===== src/hsv_to_rgb_top_assert.svh =====
// Assertion macros for the HSV to RGB converter.
// Used by hsv_to_rgb_top; expects a clock named clk and a reset named rst in scope.
`ifndef HSV_TO_RGB_TOP_ASSERT_SVH
`define HSV_TO_RGB_TOP_ASSERT_SVH

// Checks a condition in the same cycle as its trigger.
`define HSV_ASSERT_SAME(lbl, ante, cons, msg) \
  lbl: assert property (@(posedge clk) disable iff (rst) (ante) |-> (cons)) else $error(msg);

// Checks a condition in the cycle after its trigger.
`define HSV_ASSERT_NEXT(lbl, ante, cons, msg) \
  lbl: assert property (@(posedge clk) disable iff (rst) (ante) |=> (cons)) else $error(msg);

`endif


===== src/hsv_pkg.sv =====
// Shared types and constants for the HSV to RGB converter.
// No dependencies; used by every module of the block.
package hsv_pkg;

  localparam int HUE_BITS_DEF     = 16;
  localparam int CHANNEL_BITS_DEF = 8;

  // Hue sector, one sixth of a turn each, named by the colors it runs between.
  typedef enum logic [2:0] {
    SECTOR_RED_YELLOW     = 3'd0,
    SECTOR_YELLOW_GREEN   = 3'd1,
    SECTOR_GREEN_CYAN     = 3'd2,
    SECTOR_CYAN_BLUE      = 3'd3,
    SECTOR_BLUE_MAGENTA   = 3'd4,
    SECTOR_MAGENTA_RED    = 3'd5
  } sector_t;

endpackage


===== src/hsv_sector_stage.sv =====
// First pipeline stage: splits hue*6 into sector and fraction.
// Depends on hsv_pkg.
module hsv_sector_stage #(
  parameter int HUE_BITS     = hsv_pkg::HUE_BITS_DEF,
  parameter int CHANNEL_BITS = hsv_pkg::CHANNEL_BITS_DEF
) (
  input  logic                    clk,
  input  logic                    rst,
  input  logic                    advance,
  input  logic                    in_valid,
  input  logic [HUE_BITS-1:0]     hue,
  input  logic [CHANNEL_BITS-1:0] saturation,
  input  logic [CHANNEL_BITS-1:0] brightness,
  output logic                    valid,
  output hsv_pkg::sector_t        sector,
  output logic [HUE_BITS-1:0]     frac,
  output logic [CHANNEL_BITS-1:0] sat,
  output logic [CHANNEL_BITS-1:0] bri
);

  logic [HUE_BITS+2:0] hue_ext;
  logic [HUE_BITS+2:0] hue6;

  // hue * 6 as two shifted adds.
  assign hue_ext = (HUE_BITS+3)'(hue);
  assign hue6    = (hue_ext << 2) + (hue_ext << 1);

  always_ff @(posedge clk) begin
    if (rst) begin
      valid <= 1'b0;
    end else if (advance) begin
      valid <= in_valid;
    end
  end

  always_ff @(posedge clk) begin
    if (advance && in_valid) begin
      sector <= hsv_pkg::sector_t'(hue6[HUE_BITS+2:HUE_BITS]);
      frac   <= hue6[HUE_BITS-1:0];
      sat    <= saturation;
      bri    <= brightness;
    end
  end

endmodule


===== src/hsv_fraction_stage.sv =====
// Second pipeline stage: scales saturation by the sector fraction for q and t.
// Depends on hsv_pkg.
module hsv_fraction_stage #(
  parameter int HUE_BITS     = hsv_pkg::HUE_BITS_DEF,
  parameter int CHANNEL_BITS = hsv_pkg::CHANNEL_BITS_DEF
) (
  input  logic                    clk,
  input  logic                    rst,
  input  logic                    advance,
  input  logic                    in_valid,
  input  hsv_pkg::sector_t        in_sector,
  input  logic [HUE_BITS-1:0]     frac,
  input  logic [CHANNEL_BITS-1:0] in_sat,
  input  logic [CHANNEL_BITS-1:0] in_bri,
  output logic                    valid,
  output hsv_pkg::sector_t        sector,
  output logic [CHANNEL_BITS-1:0] k_q,
  output logic [CHANNEL_BITS-1:0] k_t,
  output logic [CHANNEL_BITS-1:0] sat,
  output logic [CHANNEL_BITS-1:0] bri
);

  logic [HUE_BITS+CHANNEL_BITS-1:0] fs_prod;
  logic [CHANNEL_BITS-1:0]          kq_next;
  logic                             rem_nonzero;
  logic [CHANNEL_BITS-1:0]          kt_next;

  // (one - frac) * s >> HUE_BITS equals s minus the ceiling of frac * s >> HUE_BITS,
  // so one product serves both q and t.
  assign fs_prod     = (HUE_BITS+CHANNEL_BITS)'(frac) * (HUE_BITS+CHANNEL_BITS)'(in_sat);
  assign kq_next     = fs_prod[HUE_BITS+CHANNEL_BITS-1:HUE_BITS];
  assign rem_nonzero = |fs_prod[HUE_BITS-1:0];
  assign kt_next     = in_sat - kq_next - CHANNEL_BITS'(rem_nonzero);

  always_ff @(posedge clk) begin
    if (rst) begin
      valid <= 1'b0;
    end else if (advance) begin
      valid <= in_valid;
    end
  end

  always_ff @(posedge clk) begin
    if (advance && in_valid) begin
      sector <= in_sector;
      k_q    <= kq_next;
      k_t    <= kt_next;
      sat    <= in_sat;
      bri    <= in_bri;
    end
  end

endmodule


===== src/hsv_product_stage.sv =====
// Third pipeline stage: multiplies value by (full scale - k) for p, q and t.
// Depends on hsv_pkg.
module hsv_product_stage #(
  parameter int CHANNEL_BITS = hsv_pkg::CHANNEL_BITS_DEF
) (
  input  logic                      clk,
  input  logic                      rst,
  input  logic                      advance,
  input  logic                      in_valid,
  input  hsv_pkg::sector_t          in_sector,
  input  logic [CHANNEL_BITS-1:0]   k_q,
  input  logic [CHANNEL_BITS-1:0]   k_t,
  input  logic [CHANNEL_BITS-1:0]   in_sat,
  input  logic [CHANNEL_BITS-1:0]   in_bri,
  output logic                      valid,
  output hsv_pkg::sector_t          sector,
  output logic [2*CHANNEL_BITS-1:0] prod_p,
  output logic [2*CHANNEL_BITS-1:0] prod_q,
  output logic [2*CHANNEL_BITS-1:0] prod_t,
  output logic [CHANNEL_BITS-1:0]   bri
);

  localparam logic [CHANNEL_BITS-1:0] CH_MAX = '1;

  logic [2*CHANNEL_BITS-1:0] bri_ext;

  assign bri_ext = (2*CHANNEL_BITS)'(in_bri);

  always_ff @(posedge clk) begin
    if (rst) begin
      valid <= 1'b0;
    end else if (advance) begin
      valid <= in_valid;
    end
  end

  always_ff @(posedge clk) begin
    if (advance && in_valid) begin
      sector <= in_sector;
      prod_p <= bri_ext * (2*CHANNEL_BITS)'(CH_MAX - in_sat);
      prod_q <= bri_ext * (2*CHANNEL_BITS)'(CH_MAX - k_q);
      prod_t <= bri_ext * (2*CHANNEL_BITS)'(CH_MAX - k_t);
      bri    <= in_bri;
    end
  end

endmodule


===== src/hsv_output_stage.sv =====
// Last pipeline stage: divides the products by full scale and routes them by sector.
// Depends on hsv_pkg; its registers are the output register of the block.
module hsv_output_stage #(
  parameter int CHANNEL_BITS = hsv_pkg::CHANNEL_BITS_DEF
) (
  input  logic                      clk,
  input  logic                      rst,
  input  logic                      advance,
  input  logic                      in_valid,
  input  hsv_pkg::sector_t          in_sector,
  input  logic [2*CHANNEL_BITS-1:0] prod_p,
  input  logic [2*CHANNEL_BITS-1:0] prod_q,
  input  logic [2*CHANNEL_BITS-1:0] prod_t,
  input  logic [CHANNEL_BITS-1:0]   in_bri,
  output logic                      valid,
  output logic [CHANNEL_BITS-1:0]   red,
  output logic [CHANNEL_BITS-1:0]   green,
  output logic [CHANNEL_BITS-1:0]   blue
);

  // Exact floor(x / (2^n - 1)) for x < (2^n - 1) * 2^n: (x + (x >> n) + 1) >> n.
  function automatic logic [CHANNEL_BITS-1:0] div_full(input logic [2*CHANNEL_BITS-1:0] x);
    logic [2*CHANNEL_BITS:0] acc;
    acc = (2*CHANNEL_BITS+1)'(x) + (2*CHANNEL_BITS+1)'(x >> CHANNEL_BITS)
        + (2*CHANNEL_BITS+1)'(1);
    return acc[2*CHANNEL_BITS-1:CHANNEL_BITS];
  endfunction

  logic [CHANNEL_BITS-1:0] p_val;
  logic [CHANNEL_BITS-1:0] q_val;
  logic [CHANNEL_BITS-1:0] t_val;
  logic [CHANNEL_BITS-1:0] red_next;
  logic [CHANNEL_BITS-1:0] green_next;
  logic [CHANNEL_BITS-1:0] blue_next;

  assign p_val = div_full(prod_p);
  assign q_val = div_full(prod_q);
  assign t_val = div_full(prod_t);

  always_comb begin
    unique case (in_sector)
      hsv_pkg::SECTOR_RED_YELLOW: begin
        red_next = in_bri; green_next = t_val;  blue_next = p_val;
      end
      hsv_pkg::SECTOR_YELLOW_GREEN: begin
        red_next = q_val;  green_next = in_bri; blue_next = p_val;
      end
      hsv_pkg::SECTOR_GREEN_CYAN: begin
        red_next = p_val;  green_next = in_bri; blue_next = t_val;
      end
      hsv_pkg::SECTOR_CYAN_BLUE: begin
        red_next = p_val;  green_next = q_val;  blue_next = in_bri;
      end
      hsv_pkg::SECTOR_BLUE_MAGENTA: begin
        red_next = t_val;  green_next = p_val;  blue_next = in_bri;
      end
      default: begin
        red_next = in_bri; green_next = p_val;  blue_next = q_val;
      end
    endcase
  end

  always_ff @(posedge clk) begin
    if (rst) begin
      valid <= 1'b0;
    end else if (advance) begin
      valid <= in_valid;
    end
  end

  always_ff @(posedge clk) begin
    if (advance && in_valid) begin
      red   <= red_next;
      green <= green_next;
      blue  <= blue_next;
    end
  end

endmodule


===== src/hsv_to_rgb_top.sv =====
// Top level of the HSV to RGB pixel converter: four-stage pipeline with stream ports.
// Depends on hsv_pkg, the four hsv_*_stage modules and hsv_to_rgb_top_assert.svh.
//
//   Channel | Direction | Handshake          | Payload
//   --------+-----------+--------------------+------------------------------------------
//   s_*     | in        | s_tvalid, s_tready | s_tdata: hue, saturation, brightness
//   m_*     | out       | m_tvalid, m_tready | m_tdata: red, green, blue
//
// One pixel can enter on every clock while the output side is not stalled. A converted
// pixel leaves once it has passed through the four register stages: sector split,
// fraction multiply, value multiply, and divide plus channel select.
// Reset (rst, synchronous, active high) clears only the stage valid bits.
// A stall on m_tready holds the output stage; earlier stages keep moving while there is an
// empty slot ahead of them, so bubbles are squeezed out and no pixel is lost or repeated.
`include "hsv_to_rgb_top_assert.svh"

module hsv_to_rgb_top #(
  parameter int HUE_BITS     = hsv_pkg::HUE_BITS_DEF,
  parameter int CHANNEL_BITS = hsv_pkg::CHANNEL_BITS_DEF,
  localparam int IN_BITS     = HUE_BITS + 2*CHANNEL_BITS,
  localparam int IN_DATA_W   = ((IN_BITS + 7) / 8) * 8,
  localparam int OUT_BITS    = 3*CHANNEL_BITS,
  localparam int OUT_DATA_W  = ((OUT_BITS + 7) / 8) * 8
) (
  input  logic                  clk,
  input  logic                  rst,
  input  logic                  s_tvalid,
  output logic                  s_tready,
  // Fields from bit 0 up: hue, saturation, brightness, then zero padding.
  input  logic [IN_DATA_W-1:0]  s_tdata,
  output logic                  m_tvalid,
  input  logic                  m_tready,
  // Fields from bit 0 up: red, green, blue, then zero padding.
  output logic [OUT_DATA_W-1:0] m_tdata
);

  // Unpack the input transfer.
  logic [HUE_BITS-1:0]     in_hue;
  logic [CHANNEL_BITS-1:0] in_sat;
  logic [CHANNEL_BITS-1:0] in_bri;

  assign in_hue = s_tdata[HUE_BITS-1:0];
  assign in_sat = s_tdata[HUE_BITS+CHANNEL_BITS-1:HUE_BITS];
  assign in_bri = s_tdata[HUE_BITS+2*CHANNEL_BITS-1:HUE_BITS+CHANNEL_BITS];

  // Each stage loads when it is empty or when the stage after it is moving on.
  logic adv1;
  logic adv2;
  logic adv3;
  logic adv4;

  logic v1;
  logic v2;
  logic v3;
  logic v4;

  assign adv4 = !v4 || m_tready;
  assign adv3 = !v3 || adv4;
  assign adv2 = !v2 || adv3;
  assign adv1 = !v1 || adv2;

  assign s_tready = adv1;

  // Stage 1 outputs.
  hsv_pkg::sector_t        sector1;
  logic [HUE_BITS-1:0]     frac1;
  logic [CHANNEL_BITS-1:0] sat1;
  logic [CHANNEL_BITS-1:0] bri1;

  // Stage 2 outputs.
  hsv_pkg::sector_t        sector2;
  logic [CHANNEL_BITS-1:0] kq2;
  logic [CHANNEL_BITS-1:0] kt2;
  logic [CHANNEL_BITS-1:0] sat2;
  logic [CHANNEL_BITS-1:0] bri2;

  // Stage 3 outputs.
  hsv_pkg::sector_t          sector3;
  logic [2*CHANNEL_BITS-1:0] prod_p3;
  logic [2*CHANNEL_BITS-1:0] prod_q3;
  logic [2*CHANNEL_BITS-1:0] prod_t3;
  logic [CHANNEL_BITS-1:0]   bri3;

  // Stage 4 outputs, which form the output register.
  logic [CHANNEL_BITS-1:0] red;
  logic [CHANNEL_BITS-1:0] green;
  logic [CHANNEL_BITS-1:0] blue;

  hsv_sector_stage #(
    .HUE_BITS     (HUE_BITS),
    .CHANNEL_BITS (CHANNEL_BITS)
  ) u_sector (
    .clk        (clk),
    .rst        (rst),
    .advance    (adv1),
    .in_valid   (s_tvalid),
    .hue        (in_hue),
    .saturation (in_sat),
    .brightness (in_bri),
    .valid      (v1),
    .sector     (sector1),
    .frac       (frac1),
    .sat        (sat1),
    .bri        (bri1)
  );

  hsv_fraction_stage #(
    .HUE_BITS     (HUE_BITS),
    .CHANNEL_BITS (CHANNEL_BITS)
  ) u_fraction (
    .clk       (clk),
    .rst       (rst),
    .advance   (adv2),
    .in_valid  (v1),
    .in_sector (sector1),
    .frac      (frac1),
    .in_sat    (sat1),
    .in_bri    (bri1),
    .valid     (v2),
    .sector    (sector2),
    .k_q       (kq2),
    .k_t       (kt2),
    .sat       (sat2),
    .bri       (bri2)
  );

  hsv_product_stage #(
    .CHANNEL_BITS (CHANNEL_BITS)
  ) u_product (
    .clk       (clk),
    .rst       (rst),
    .advance   (adv3),
    .in_valid  (v2),
    .in_sector (sector2),
    .k_q       (kq2),
    .k_t       (kt2),
    .in_sat    (sat2),
    .in_bri    (bri2),
    .valid     (v3),
    .sector    (sector3),
    .prod_p    (prod_p3),
    .prod_q    (prod_q3),
    .prod_t    (prod_t3),
    .bri       (bri3)
  );

  hsv_output_stage #(
    .CHANNEL_BITS (CHANNEL_BITS)
  ) u_output (
    .clk       (clk),
    .rst       (rst),
    .advance   (adv4),
    .in_valid  (v3),
    .in_sector (sector3),
    .prod_p    (prod_p3),
    .prod_q    (prod_q3),
    .prod_t    (prod_t3),
    .in_bri    (bri3),
    .valid     (v4),
    .red       (red),
    .green     (green),
    .blue      (blue)
  );

  assign m_tvalid = v4;
  assign m_tdata  = OUT_DATA_W'({blue, green, red});

  // An empty output stage lets every earlier stage move, so the input must be open.
  `HSV_ASSERT_SAME(a_ready_when_drained, !v4, s_tready, "input closed while the output stage is empty")
  // The q and t weights together never exceed the saturation they were split from.
  `HSV_ASSERT_SAME(a_weights_bounded, v2, ({1'b0, kq2} + {1'b0, kt2}) <= {1'b0, sat2}, "q and t weights exceed saturation")
  // A product stage that is blocked keeps its pixel and its products.
  `HSV_ASSERT_NEXT(a_products_held, v3 && !adv4, v3 && $stable(prod_p3) && $stable(prod_q3) && $stable(prod_t3), "stalled product stage changed")

endmodule


===== config.mk =====
export PLATFORM = sky130hd
export DESIGN_NAME = hsv_to_rgb_top
export DESIGN_NICKNAME = d
export VERILOG_FILES = /design/src/hsv_pkg.sv /design/src/hsv_sector_stage.sv /design/src/hsv_fraction_stage.sv /design/src/hsv_product_stage.sv /design/src/hsv_output_stage.sv /design/src/hsv_to_rgb_top.sv
export VERILOG_INCLUDE_DIRS = /design/src /design/src/src
export SDC_FILE = /design/constraint.sdc
export NUM_CORES = 1
export LEC_CHECK = 0
export BUFFER_PORTS_ARGS = -buffer_cell sky130_fd_sc_hd__buf_2
export CAP_MARGIN = 0
export CORE_AREA = 2 2 154 231
export CTS_BUF_LIST = sky130_fd_sc_hd__clkbuf_16
export CTS_CLUSTER_SIZE = 30
export DETAILED_ROUTE_END_ITERATION = 6
export DIE_AREA = 0 0 156 233
export PLACE_DENSITY = 0.79
export SETUP_SLACK_MARGIN = 0.05
export SYNTH_ARGS = -nofsm -noshare
export SYNTH_HDL_FRONTEND = slang
export SYNTH_HIERARCHICAL = 1
export SYNTH_SLANG_ARGS = --single-unit
export TNS_END_PERCENT = 30

===== constraint.sdc =====
create_clock -name clk -period 13.5 [get_ports clk]
set_input_delay 0.675 -clock clk [delete_from_list [all_inputs] [get_ports clk]]
set_output_delay 0.675 -clock clk [all_outputs]
set_load 0.1 [all_outputs]

---- Yosys cells after proc, flatten, opt, wreduce, memory -nomap -nowiden ----
Cells that the tools add are included.
word-level totals
  input port bits ......................... 36
  bits in registers ....................... 157
  word-level logic and storage cells ...... 62
cells by class
  reductions and logical operators ........ 18
  multiply operators ...................... 4
  eq/ne operators ......................... 4
  add/subtract/negate cells ............... 12
  muxes and demuxes ....................... 3
operator list
  kind                                              count
  one-hot mux 8 bit (3 select lines)                3
  adder 16 x 1 -> 16 bit (second input constant)    3
  adder 16 x 8 -> 16 bit                            3
  multiplier 8 x 16 -> 16 bit                       3
  subtractor 8 x 8 -> 9 bit (first input constant)  3
  multiplier 16 x 8 -> 24 bit                       1
  adder 18 x 17 -> 19 bit                           1
  OR reduction 16 bit                               1
  OR reduction 2 bit                                4
  subtractor 8 x 1 -> 8 bit                         1
  subtractor 8 bit                                  1
  == test 3 x 2 -> 1 bit (second input constant)    2
  logical AND 1 bit                                 4
  logical NOT 1 bit                                 4
  logical OR 1 bit                                  4
  == test 3 x 1 -> 1 bit (second input constant)    1
  == test 3 bit (second input constant)             1
  logical NOT 3 bit                                 1

---- Longest topological paths before layout ----
  depth in word-level cells ............... 6
  gate-level depth with buffers ........... 28
  depth with buffers taken out ............ 27

---- Modules after synthesis ----
The synthesis kept the hierarchy.
modules (own cells, without submodules)
  module              seq. area each (um^2)  times used  area each (um^2)  cells an instance
  hsv_product_stage   1791.7                 1           8306.7            812
  hsv_fraction_stage  1071.0                 1           5694.2            580
  hsv_output_stage    740.7                  1           2817.7            336
  hsv_sector_stage    1041.0                 1           1774.2            122
  hsv_to_rgb_top      0.0                    1           32.5              5

---- Worst setup path after synthesis ----
No wires, ideal clock.
  path type ............................... register to register
  start ................................... reg u_sector.sat[7]
  end ..................................... reg u_fraction.k_t[6] (data pin)
  clock period less this slack ............ 6555 ps
  data arrival time ....................... 6297 ps
  path slack .............................. 6945 ps
  cell stages (with the launch flop) ...... 27
  cell sequence ........................... edfxtp_1 -> clkbuf_1 -> and2_1 -> fa_1 -> fa_1 -> fa_1 -> inv_1 -> fa_1 -> inv_1 -> ha_1 -> and3_4 -> and3_4 -> a211o_1 -> o311a_1 -> o21a_1 -> nor2_2 -> xnor2_1 -> fa_1 -> inv_1 -> ha_1 -> nor2_1 -> fa_1 -> a21boi_0 -> o21ai_0 -> nand2b_1 -> a21oi_1 -> xnor2_1
on the way
  word-level cells in the longest chain between the ends .. 3
ends and longest elaborated chain
  what                         line                      RTL
  start, declared              hsv_sector_stage.sv:17    output logic [CHANNEL_BITS-1:0] sat,
  start signal, assigned       hsv_sector_stage.sv:40    sat <= saturation;
  multiplier 16 x 8 -> 24 bit  hsv_fraction_stage.sv:30  assign fs_prod = (HUE_BITS+CHANNEL_BITS)'(frac) * (HUE_BITS+CHANNEL_BITS)'(in_sat);
  via u_fraction.fs_prod[16]   hsv_fraction_stage.sv:23  logic [HUE_BITS+CHANNEL_BITS-1:0] fs_prod;
  subtractor 8 bit             hsv_fraction_stage.sv:33  assign kt_next = in_sat - kq_next - CHANNEL_BITS'(rem_nonzero);
  subtractor 8 x 1 -> 8 bit    hsv_fraction_stage.sv:33
  via u_fraction.kt_next[6]    hsv_fraction_stage.sv:26  logic [CHANNEL_BITS-1:0] kt_next;
  end signal, assigned         hsv_fraction_stage.sv:47  k_t <= kt_next;
  end, declared                hsv_fraction_stage.sv:18  output logic [CHANNEL_BITS-1:0] k_t,
The timed path passes the listed nets, and every way through them passes these cells.
A chain may end at the register's enable or synchronous reset.

---- Worst setup path after layout ----
  start ................................... reg u_sector.sat[7]
  end ..................................... reg u_fraction.k_t[7] (data pin)
on the way
  word-level cells in the longest chain between the ends .. 3
ends and longest elaborated chain
  what                                                            line
  multiplier 16 x 8 -> 24 bit                                     hsv_fraction_stage.sv:30
  subtractor 8 bit / OR reduction 16 bit (equally long branches)  hsv_fraction_stage.sv:33, hsv_fraction_stage.sv:32
  subtractor 8 x 1 -> 8 bit *                                     hsv_fraction_stage.sv:33
  via u_fraction.kt_next[7]                                       hsv_fraction_stage.sv:26
Mark *: on every way through the listed nets, which the timed path passes. The rest lies on a longest branch.

==> results.md <==
* Status: complete, no violations
* Final nets at about 2,300
* Clock buffer depth at 2
* Routed wire length at ~40 mm
* Total die area at around 0.036 mm2
* CTS resizes at 0
* Final Util at 0.5835
* Post-route minimum period at 7168 ps
* Share of post-route cells with drive strength above 1 at 0.08142
* Mapped Avg Cell Area at about 10 um2
* DRC at 0
* Number of fill cells at approximately 2,800
* Critical path class: reg2reg
* # IOs at between 60 and 70
* CP top delay family: adder cells
* IO buf count at roughly 60
* Global-route wire length before repair at between 60 and 70 mm
* CTS tree: done
* Antenna-violating nets left at 0
* Worst-path cell chain: and2_1 -> fa_1 -> fa_1 -> fa_1 -> inv_1 -> fa_1 -> inv_1 -> ha_1 -> a21oi_1 -> o211ai_2 -> a2111oi_4 -> o21ai_0 -> xor2_1 -> nor3_1 -> nand4_1 -> fa_1 -> inv_1 -> ha_1 -> o21ai_0 -> a211oi_1 -> a21o_1 -> a21oi_1 -> xnor2_1 -> xnor2_1
* EDFF count, synth at 152
* Global-route usage over all layers at 0.2295
* Max_slew headroom at 0.2582
* CTS buffer count at 17
* Clk slew on worst S/H paths at about 70 ps
* Hold Vio Cnt, Final at 0
* Fin. max-slew vios at 0
* Final period util at 0.5310
* Die W at 156 um
* RSZ-0062 raised after global routing: no
* Syn. warnings at 6
* Core Region at roughly 0.034 mm2
* Initial Util at 0.5451
* Yosys reg bits at 156
* Endpoints failing setup at 0
* WP data required at 13,700 ps
* DP Wirelength at about 32 mm
* Ys async rst share at 0
* F_max at 139.5 MHz
* Clock sink count at 156
* Rows at 83
* Startpoint type of the worst setup path: flip-flop
* Critical Path Fanout Max at 18
* DR WL/cell at 17.14 um
* Worst Hold Class: in2reg
* Routability cong. at about 0.96
* Fraction of the yosys area taken by sequential cells at 0.2494
* Root buffer cell: clkbuf_16
* Area taken by multi-input logic gates at approximately 0.013 mm2
* Cells after synthesis at around 1,900
* Slowest stage delay, CP at around 660 ps
* Count of cell types in the netlist at roughly 100
* Clock Latency Late Sink at approximately 450 ps
* Max Cap Viol at 0
* Most common flop cell mapped by yosys: edfxtp_1
* WP data arrival at 7360 ps
* Height of the chip at between 200 and 250 um
* CTS Hold Buffers Added at 0
* Detailed Routing Iterations Pass 1 at 7
* Post-Synthesis Net Count at about 2,300
* Layout area overhead at 7.040%
* Diode count at 0
* Setup TNS at 0 ps
* Post-Route Skew at between 10 and 15 ps
* Initial antenna violation count at 0
* Post-Syn Area at 0.01863 mm2
* DR vias at approximately 13,000
* Slowest stage cell on the critical path: edfxtp_1
* Routed vias/inst at about 5.7
* CP endpoint kind: flip-flop
* Largest net degree at the start of global routing at 61
* Global route total overflow at 0
* Post-CTS setup buffer count at 0
* Buf/Inv on CP at 3
* H-tree depth at 4
* Tightest Pin Transition at approximately 1100 ps
* Initial drt markers at between 500 and 600
* Reg area at 0.004644 mm2
* Most Frequent Cell on Critical Path: fa_1
* Vias in the first global route at about 14,000
==> registers in the layout (all words and copies together), names as in the netlist <==
signal             count
u_product/prod_q      16
u_sector/sat           8
u_sector/bri           8
u_output/blue          8
u_fraction/k_q         8
u_product/valid        1
u_output/red           8
u_fraction/k_t         8
u_sector/frac         15
u_fraction/valid       1
u_sector/sector        3
u_fraction/sector      3
u_output/green         8
u_product/prod_p      16
u_sector/valid         1
u_output/valid         1
u_product/sector       3
u_product/prod_t      16
u_product/bri          8
u_fraction/sat         8
u_fraction/bri         8
==> cell families (layout without fill, tap and decap cells) <==
| logic type | Yosys count | after routing | share of synthesized area |
|---|---|---|---|
| compound gates | 286 | 286 | 0.1152 |
| flops | 156 | 156 | 0.2494 |
| fa+ha+maj | 406 | 406 | 0.3525 |
| buf+inv | 367 | 428 | 0.07517 |
| xor+xnor | 88 | 88 | 0.04178 |
| mux | 6 | 6 | 0.003292 |
| other cells | 1 | 1 | 0.0002013 |
| simple gates | 545 | 545 | 0.1624 |
==> synthesized netlist by cell type, types with 4 or more instances <==
master     count  share of area
inv_1        326          0.066
ha_1         208           0.14
fa_1         198           0.21
edfxtp_1     152           0.25
nor2b_1      145          0.049
nand2_1      101          0.020
and2_1        89          0.030
a21oi_1       68          0.018
nand2b_1      64          0.021
xnor2_1       56          0.026
nor2_1        50          0.010
o21ai_0       35         0.0094
clkbuf_1      32         0.0064
xor2_1        31          0.015
nand3_1       29         0.0078
a21o_1        27          0.011
nor3_1        19         0.0051
nand4_1       12         0.0040
o211ai_1      12         0.0048
o21ai_1        9         0.0024
a211oi_1       8         0.0032
a31oi_1        7         0.0024
o2111ai_1      7         0.0033
o21a_1         7         0.0028
a221oi_1       6         0.0028
and3_1         6         0.0020
o21bai_1       6         0.0024
or3_1          6         0.0020
a211o_1        5         0.0024
a21oi_2        5         0.0024
mux2i_1        5         0.0027
o22ai_1        5         0.0017
a2111oi_0      4         0.0019
a211oi_2       4         0.0027
a22oi_1        4         0.0016
a32oi_1        4         0.0019
dfxtp_1        4         0.0043
o21ai_2        4         0.0019
==> layout make-up <==
cell class | instances | area share
Multi-Input combinational cell | 1332 | 0.6311
Sequential cell | 156 | 0.2330
Inverter | 328 | 0.06175
Tap cell | 425 | 0.02667
Clock buffer | 17 | 0.02134
Timing Repair Buffer | 68 | 0.01795
Clock inverter | 15 | 0.008221
==> layout by cell type (no fill, tap or decap), types with 17 or more instances in the layout <==
master     instances
and2_1            88
nand2_1          101
a21o_1            27
inv_1            327
fa_1             198
buf_2             61
nand2b_1          64
a21oi_1           68
ha_1             208
clkbuf_16         17
nor2b_1          145
nor3_1            19
xor2_1            31
edfxtp_1         152
nand3_1           29
xnor2_1           56
nor2_1            50
o21ai_0           35
==> stage by stage <==
stage / hold slack, ps / setup WS, ps / cell area, um2 / cells
6_report: 385.2 / 6332 / 19940 / 2341
5_1_grt: 374.4 / 5876 / 19940 / 2341
4_1_cts: 369.3 / 6335 / 19940 / 2341
3_5_place_dp: 410.5 / 6333 / 19350 / 2309
3_3_place_gp: 401.4 / 6534 / 19350 / 2309
2_1_floorplan: 400.3 / 6945 / 18630 / 1855
==> metal layers <==
metal	track usage	share of wire
met1	0.2398	0.37
met2	0.4441	0.55
met3	0.02589	0.030
met4	0.1207	0.045
met5	0	0
==> worst reg2reg max path, stage by stage, from the launching register on <==
cell and delay, ps:
edfxtp_1 660, and2_1 280, fa_1 520, fa_1 540, fa_1 550, inv_1 60, fa_1 530, inv_1 40
ha_1 390, a21oi_1 260, o211ai_2 140, a2111oi_4 410, o21ai_0 170, xor2_1 160, nor3_1 200, nand4_1 160
fa_1 540, inv_1 50, ha_1 180, o21ai_0 270, a211oi_1 180, a21o_1 210, a21oi_1 180, xnor2_1 150
xnor2_1 90
==> path summary, 6_finish.rpt <==
kind                       end  depth (start not counted)  slack (ps)       startpoint
max          u_fraction/k_t[7]                         24        6330  u_sector/sat[7]
min            u_sector/sat[6]                          1         390      s_tdata[22]
max reg2reg  u_fraction/k_t[7]                         24        6330  u_sector/sat[7]
min reg2reg  u_fraction/bri[5]                          0         420  u_sector/bri[5]
Power is left out: the tool's default activity adds up to more than one toggle a clock period on the data nets, which glitch-free logic cannot reach.
